<file path="src/rtl/core/dpht_pkg.sv">
`default_nettype none

package dpht_pkg;

    // field widths fixed by the item format
    localparam int KEY_W     = 64;
    localparam int PAYLOAD_W = 60;

    // commands carried in the input tuser
    localparam logic [1:0] CMD_PROBE = 2'd0;
    localparam logic [1:0] CMD_STORE = 2'd1;
    localparam logic [1:0] CMD_CLEAR = 2'd2;

    // payload: [7:0] depth, [39:8] score, [41:40] flag, [42] move_present,
    // [48:43] source, [54:49] target, [57:55] promo, [58] passant, [59] castles
    localparam logic [PAYLOAD_W-1:0] PAYLOAD_DEFAULT = PAYLOAD_W'(8'hFF);

    typedef struct packed {
        logic [KEY_W-1:0]     key;
        logic [PAYLOAD_W-1:0] payload;
    } t_entry;

endpackage

`default_nettype wire

</file>
<file path="src/rtl/core/dpht_index_unit.sv">
`default_nettype none

module dpht_index_unit
    import dpht_pkg::*;
#(
    parameter int ENTRIES = 65536,
    parameter int IDX_W   = 16
) (
    input  wire logic             i_clk,
    input  wire logic             i_rst_n,
    input  wire logic             i_start,
    input  wire logic [KEY_W-1:0] i_key,
    output logic                  o_done,
    output logic [IDX_W-1:0]      o_index
);

    localparam bit IS_POW2 = (ENTRIES & (ENTRIES - 1)) == 0;

    generate
        if (IS_POW2) begin : g_mask
            // power of two table: slot is the low key bits
            localparam logic [IDX_W-1:0] MASK = IDX_W'(ENTRIES - 1);
            logic             r_done;
            logic [IDX_W-1:0] r_idx;

            always_ff @(posedge i_clk) begin
                if (!i_rst_n) begin
                    r_done <= 1'b0;
                end else begin
                    r_done <= i_start;
                end
            end

            always_ff @(posedge i_clk) begin
                if (i_start) begin
                    r_idx <= i_key[IDX_W-1:0] & MASK;
                end
            end

            assign o_done  = r_done;
            assign o_index = r_idx;
        end else begin : g_reduce
            // key bytes weighted by 2^(8b) mod ENTRIES and summed, then a
            // reciprocal quotient estimate (low by at most two) and a final
            // compare and subtract, each step registered after the key is captured
            localparam int SUM_W = IDX_W + 11;
            localparam int XT_W  = 12;
            localparam int M_W   = 13;
            localparam int PR_W  = XT_W + M_W;
            localparam logic [63:0] NUM = 64'(ENTRIES);
            localparam logic [IDX_W-1:0] WGT [8] = '{
                IDX_W'(64'd1 % NUM),
                IDX_W'((64'd1 << 8) % NUM),
                IDX_W'((64'd1 << 16) % NUM),
                IDX_W'((64'd1 << 24) % NUM),
                IDX_W'((64'd1 << 32) % NUM),
                IDX_W'((64'd1 << 40) % NUM),
                IDX_W'((64'd1 << 48) % NUM),
                IDX_W'((64'd1 << 56) % NUM)
            };
            localparam logic [M_W-1:0]     RECIP = M_W'((64'd1 << (IDX_W + 12)) / NUM);
            localparam logic [SUM_W-1:0]   NUM_S = SUM_W'(ENTRIES);
            localparam logic [IDX_W+1:0]   ONE_N = (IDX_W + 2)'(ENTRIES);
            localparam logic [IDX_W+1:0]   TWO_N = (IDX_W + 2)'(2 * ENTRIES);

            logic [3:0]       r_stage;
            logic             r_done;
            logic [KEY_W-1:0] r_key;
            logic [SUM_W-1:0] r_sum, n_sum;
            logic [PR_W-1:0]  n_prod;
            logic [XT_W-1:0]  r_quot;
            logic [SUM_W-1:0] n_diff;
            logic [IDX_W+1:0] r_part;
            logic [IDX_W+1:0] n_sub;
            logic [IDX_W-1:0] r_rem, n_rem;

            // weighted byte sum, below 2^11 times ENTRIES
            always_comb begin
                n_sum = '0;
                for (int b = 0; b < 8; b++) begin
                    n_sum = n_sum + SUM_W'(r_key[8*b +: 8]) * SUM_W'(WGT[b]);
                end
            end

            // quotient estimate from the top bits of the sum
            assign n_prod = PR_W'(r_sum[SUM_W-1 -: XT_W]) * PR_W'(RECIP);

            // partial remainder, below three times ENTRIES
            assign n_diff = r_sum - SUM_W'(r_quot) * NUM_S;

            // final correction
            always_comb begin
                priority if (r_part >= TWO_N) begin
                    n_sub = r_part - TWO_N;
                end else if (r_part >= ONE_N) begin
                    n_sub = r_part - ONE_N;
                end else begin
                    n_sub = r_part;
                end
                n_rem = n_sub[IDX_W-1:0];
            end

            always_ff @(posedge i_clk) begin
                if (!i_rst_n) begin
                    r_stage <= '0;
                    r_done  <= 1'b0;
                end else begin
                    r_stage <= {r_stage[2:0], i_start};
                    r_done  <= r_stage[3];
                end
            end

            always_ff @(posedge i_clk) begin
                if (i_start) begin
                    r_key <= i_key;
                end
                if (r_stage[0]) begin
                    r_sum <= n_sum;
                end
                if (r_stage[1]) begin
                    r_quot <= n_prod[PR_W-1 -: XT_W];
                end
                if (r_stage[2]) begin
                    r_part <= n_diff[IDX_W+1:0];
                end
                if (r_stage[3]) begin
                    r_rem <= n_rem;
                end
            end

            assign o_done  = r_done;
            assign o_index = r_rem;
        end
    endgenerate

endmodule

`default_nettype wire

</file>
<file path="config.mk">
export PLATFORM = sky130hd
export DESIGN_NAME = dpht_index_unit
export DESIGN_NICKNAME = d
export VERILOG_FILES = /design/src/rtl/core/dpht_pkg.sv /design/src/rtl/core/dpht_index_unit.sv
export SDC_FILE = /design/constraint.sdc
export NUM_CORES = 1
export LEC_CHECK = 0
export CORE_MARGIN = 10
export CORE_UTILIZATION = 30
export CTS_CLUSTER_SIZE = 30
export DETAILED_ROUTE_END_ITERATION = 10
export DONT_BUFFER_PORTS = 1
export PLACE_DENSITY = 0.5
export SYNTH_ARGS = -nofsm -noshare
export SYNTH_HDL_FRONTEND = slang
export SYNTH_SLANG_ARGS = --single-unit
export TNS_END_PERCENT = 30
</file>
<file path="constraint.sdc">
create_clock -name i_clk -period 0.8 [get_ports i_clk]
set_clock_uncertainty 0.05 [all_clocks]
set_input_delay 0.04 -clock i_clk [delete_from_list [all_inputs] [get_ports i_clk]]
set_output_delay 0.04 -clock i_clk [all_outputs]
set_load 0.05 [all_outputs]
</file>
# After elaboration in Yosys (flattened, before gate mapping)
# Index checks and enable logic that the tools add are counted.
# Widths: inputs -> output; s select.
# totals
register_bits	17
out_inout_bits	17

# Longest topological paths before layout
# Gate-level depths: netlist of the first run.
# depth
ltp_word	0
depth_mapped	1
mapped_depth_nobuf	1

# Worst setup path before layout of the first run
# Ideal clock, no wire load.
# synth_path
path_kind	flip-flop to output port
from	register g_mask.r_idx[0] (netlist: o_index[0])
to	output o_index[0]
arrival_time_ns	0.601
path_slack_ns	0.109
stages_incl_launch_ff	1
path_buffers	0
path_cell_list	edfxtp_1
# synth_lines
item	line_no	source
start, declared	dpht_index_unit.sv:24	logic [IDX_W-1:0] r_idx;
start signal, assigned	dpht_index_unit.sv:36	r_idx <= i_key[IDX_W-1:0] & MASK;
end, declared	dpht_index_unit.sv:14	output logic [IDX_W-1:0] o_index
# No word-level cell between the ends.

# Worst setup path after layout of the first run
# layout_path
from	register g_mask.r_idx[10] (netlist: o_index[10])
to	output o_index[10]
# No word-level cell between the ends.

==> results of run 1 <==
-- through the flow --
stage | worst slack (ps) | utilization | area (sq um) | total power, mW | hold WS, ps
floorplan | 109 | - | 507 | 1.33 | 88.9
global placement | 141 | 0.556 | 867 | 1.64 | 89.0
detailed placement | 120 | 0.556 | 867 | 1.65 | 89.0
CTS | -189 | 0.683 | 1060 | 2.13 | -188
global route | -223 | 0.683 | 1060 | 2.19 | -203
finish | -170 | 0.683 | 1060 | 2.11 | -177
-- placed cells by master, fill, tap and decap left out --
cell type,count
edfxtp_1,16
clkbuf_1,1
buf_12,17
dlygate4sd3_1,17
dfxtp_2,1
and2_1,1
clkbuf_4,3
-- Yosys cell counts, drive strengths merged --
cell	number
edfxtp	16
and2	1
dfxtp	1
-- layout make-up --
class / instances / area [sq um]
Timing Repair Buffer: 34 / 510
Sequential cell: 17 / 502
Fill cell: 105 / 494
Clock buffer: 4 / 26.3
Tap cell: 16 / 20.0
Multi-Input combinational cell: 1 / 6.26
-- layer usage --
layer  part of all wire  vias up  track usage
met5                  0        -            0
met4                  0        0       0.0195
met3               0.11        0       0.0535
met2               0.59       17        0.139
met1               0.30      158       0.0679
li1                   -      146            -
-- worst min path at each step --
stage / to / slack, ps / cells past startpoint
finish: o_index[1]$_DFFE_PP_ / -180 / 0
global route: o_index[2]$_DFFE_PP_ / -200 / 0
CTS: o_index[10]$_DFFE_PP_ / -190 / 0
detailed placement: o_index[6]$_DFFE_PP_ / 90 / 0
global placement: o_index[12]$_DFFE_PP_ / 90 / 0
floorplan: o_index[0]$_DFFE_PP_ / 90 / 0
-- sequential cells by signal (all words and copies together), names as in the netlist --
register,flops
o_index,16
o_done,1
-- cell families after synthesis --
kind of cell,count (synthesis),synth area share
DFF,17,0.988
and+or+nand+nor,1,0.0124
-- repair_timing --
item / 4_1_cts / 5_1_grt
setup buffers: 0 / 0
gates resized for setup: 1 / 0
hold endpoints to repair: 33 / 16
setup endpoints to repair: 17 / 17
cloned: 0 / 0
-- power groups by stage --
stage | clock network, mW | registers, mW | logic (mW)
floorplan | 0 | 1.33 | 0.00160
finish | 0.416 | 1.11 | 0.580
detailed placement | 0 | 1.13 | 0.517
global route | 0.480 | 1.12 | 0.596
global placement | 0 | 1.13 | 0.518
CTS | 0.437 | 1.11 | 0.584
==> results_dict.tcl, run 1 <==
set metrics [dict create \
    wl_per_cell_microns 18.9 \
    start_kind "register" \
    groute.usage.overall 0.0770 \
    synth_seq_cells 17 \
    crit_path_start "o_index[10]$_DFFE_PP_" \
    htreeDepth 1 \
    ctsHoldBuffers 17 \
    first_global_vias 375 \
    place.gp.congestion 0.609 \
    io_buffers 0 \
    coreArea_sq_um 1560 \
    clock.fmax_mhz 1030 \
    tns_ps -2610 \
    grt_overflow_total 0 \
    clock_path_buffers 2 \
    synth_top_area_cell "edfxtp_1" \
    worstPathArrival_ps 880 \
    crit_buf_inv 1 \
    hp-class "input port to register" \
    drtAntennaViolNets 0 \
    postSynthCellCount 18 \
    die_x_microns 61.1 \
    rows 14 \
    rsz0062_at_grt "true" \
    crit_type "register to primary output" \
    final-max-slew-violation-count 0 \
    hold_viol 16 \
    num_vias 321 \
    slew_headroom 0.912 \
    critPathMaxFanout 1 \
    dieArea_sq_um 3730 \
    yosysSeqAreaShare 0.988 \
    dp_cells 51 \
    grt_max_degree 18 \
    initial_core_util 0.325 \
    p_leak_nw 0.414 \
    switching_share 0.266 \
    irDropWorstVdd_mv 1.30 \
    whs_ps -177 \
    pwr-share-comb 0.275 \
    setup_viol_count_final 17 \
    final_nets 124 \
    cts.sinks 17 \
    cp.required_ps 710 \
    synth_nets 85 \
    syn_area_sq_um 507 \
    cts.reportedPaths.clkPinSlew_ps 90 \
    drive_above_1_share 0.375 \
    clockPowerShare 0.198 \
    grt_pass1_wl_mm 2.04 \
    status "complete, but fails checks" \
    slowest_delay_ps 430 \
    syn_area_per_cell_sq_um 28.2 \
    die_h_microns 61.1 \
    yosys_warnings 0 \
    p_switching_mw 0.561 \
    cp.depth 1 \
    drt_iter0_markers 1 \
    seq_power_share 0.527 \
    cap_viol_max_count 0 \
    period_needed_ps 970 \
    crit_end "o_index[10]" \
    power_density_nw_per_um2 1980 \
    cts-buffers-inserted 3 \
    crit_path_cell_trace "buf_12" \
    timing.final.crit_share 1.21 \
    synth_area_leaders "edfxtp_1 95%, dfxtp_1 4.0%, and2_1 1.2%" \
    pin_count 84 \
    tritoncts "done" \
    drc 0 \
    critPathSlowestCell "edfxtp_1" \
    area_growth_pct 110 \
    worst_pin_slew_ps 132 \
    hold_path.startpoint "i_start" \
    finalNonFillerCells 72 \
    crit_family "flip-flops" \
    first_pass_iters 2 \
    fin_ws_ps -170 \
    wirelength_mm 1.36 \
    violations "hold timing, setup timing" \
    synth_cell_types 3 \
    critPathCaptureType "primary output" \
    antenna_cells 0 \
    antenna_found_initial 0 \
    avgViaCountPerCell 4.46 \
    internal_power_mw 1.55 \
    root_buffer "clkbuf_4" \
    yosysTopAreaCellShare 0.948 \
]
No activity file was read; power rests on OpenSTA's default activity.
==> run 2, diff against run 1 <==
--- a/config.mk
+++ b/config.mk
@@ -5,7 +5,6 @@
 export SDC_FILE = /design/constraint.sdc
 export NUM_CORES = 1
 export LEC_CHECK = 0
-export CORE_MARGIN = 10
 export CORE_UTILIZATION = 30
 export CTS_CLUSTER_SIZE = 30
 export DETAILED_ROUTE_END_ITERATION = 10
==> constraint.sdc (replaced) <==
create_clock -name i_clk -period 1.2 [get_ports i_clk]
set_clock_uncertainty 0.05 [all_clocks]
set_input_delay 0.06 -clock i_clk [delete_from_list [all_inputs] [get_ports i_clk]]
set_output_delay 0.06 -clock i_clk [all_outputs]
set_load 0.05 [all_outputs]
==> run 2 against run 1 <==
- critical endpoint is now o_index[9]
- non-clock buffer count decreased by 16
- global-route usage increased by 1.9 points
- highest routed layer unchanged
- sequential power decreased by 21%
- die area decreased by 50%
- critical path depth decreased by 1
- first-iteration DRC count increased by 100%
- clock power decreased by 32%
- the run now ends clean
- critical path type unchanged
- via count decreased by 20%
- wire length decreased by 35%
- setup slack improved by 320 ps
==> results_dict.tcl, run 2 (same netlist as run 1, synthesis figures left out) <==
set metrics [dict create \
    status "completed" \
    timing.final.crit_share 0.874 \
    wl_per_cell_microns 15.8 \
    dieArea_sq_um 1860 \
    slew_headroom 0.539 \
    final_nets 108 \
    drt_iter0_markers 2 \
    io_buffers 0 \
    largest_reg_flops 16 \
    clock.fmax_mhz 953 \
    utilization 0.477 \
    p_leak_nw 0.267 \
    cts-buffers-inserted 3 \
    rsz0062_at_grt "false" \
    cts.reportedPaths.clkPinSlew_ps 90 \
    grt_pass1_wl_mm 1.24 \
    place.gp.congestion 0.523 \
    coreArea_sq_um 1540 \
    die_x_microns 43.1 \
    period_needed_ps 1050 \
    hold_path.startpoint "i_key[15]" \
    nFillCells 139 \
    tns_ps 0 \
    clock_path_buffers 2 \
    final-max-slew-violation-count 0 \
    first_pass_iters 2 \
    initial_core_util 0.329 \
    antenna_cells 0 \
    num_vias 257 \
    hold_viol 0 \
    whs_path_depth 1 \
    first_global_vias 303 \
    drive_above_1_share 0.0750 \
    cp.required_ps 1090 \
    critPathMaxFanout 1 \
    drtAntennaViolNets 0 \
    critPathCaptureType "primary output" \
    crit_type "register to primary output" \
    cap_viol_max_count 0 \
    tritoncts "done" \
    antenna_found_initial 0 \
    area_growth_pct 45.2 \
    final_common_cell "dlygate4sd3_1" \
    power_density_nw_per_um2 1660 \
    grt_overflow_total 0 \
    wirelength_microns 882 \
    avgViaCountPerCell 4.59 \
    hp-class "input port to register" \
    pin_count 84 \
    rows 14 \
    cts.sinks 17 \
    root_buffer "clkbuf_4" \
    drc 0 \
    final_cell_mix "17 x dlygate4sd3_1, 16 x edfxtp_1, 3 x clkbuf_4" \
    worstPathArrival_ps 940 \
    htreeDepth 1 \
    start_kind "register" \
    irDropWorstVdd_mv 0.815 \
    hold-path-endpoint "o_index[15]$_DFFE_PP_" \
    die_h_microns 43.1 \
    setup_viol_count_final 0 \
    grt_max_degree 18 \
    worst_pin_slew_ps 691 \
    groute.usage.overall 0.0961 \
]
run 2: what timing repair did:
item | 4_1_cts | 5_1_grt
setup endpoints to repair | 0 | 16
hold endpoints to repair | 33 | 0
gates resized for setup | 0 | 1
hold buffers | 18 | 0
setup buffers | 0 | 0
run 2: power breakdown:
group          switching (mW)  internal, mW
registers               0.177         0.703
clock network           0.155         0.129
logic                  0.0173        0.0401
run 2: worst max path at each step:
stage / from / end / slack [ps] / cells past startpoint
detailed placement: o_index[9]$_DFFE_PP_ / o_index[9] / 460 / 0
finish: o_index[9]$_DFFE_PP_ / o_index[9] / 150 / 0
floorplan: o_index[0]$_DFFE_PP_ / o_index[0] / 490 / 0
global route: o_index[15]$_DFFE_PP_ / o_index[15] / 130 / 0
global placement: o_index[9]$_DFFE_PP_ / o_index[9] / 470 / 0
CTS: i_start / o_index[13]$_DFFE_PP_ / 10 / 1
run 2: cell type report:
| cell class | instances | area (sq um) | share of cell area |
|---|---|---|---|
| Clock buffer | 4 | 26.3 | 0.0357 |
| Multi-Input combinational cell | 1 | 6.26 | 0.00850 |
| Sequential cell | 17 | 500 | 0.680 |
| Tap cell | 16 | 20.0 | 0.0272 |
| Timing Repair Buffer | 18 | 183 | 0.248 |
run 2: layer usage:
metal | part of all wire | vias to the layer above | global-route usage
met2 | 0.53 | 23 | 0.161
li1 | - | 115 | -
met3 | 0.11 | 0 | 0.0426
met1 | 0.36 | 119 | 0.0975
met4 | 0 | 0 | 0.0545
met5 | 0 | - | 0
run 2: per-stage QoR:
step | cells | hold slack, ps | cell area (sq um) | total power, mW | setup WS [ps]
detailed placement | 34 | 109 | 527 | 0.895 | 455
finish | 56 | 356 | 736 | 1.22 | 151
CTS | 56 | 339 | 733 | 1.23 | 11.6
global route | 56 | 337 | 736 | 1.26 | 125
floorplan | 18 | 109 | 507 | 0.887 | 489
global placement | 34 | 109 | 527 | 0.895 | 470
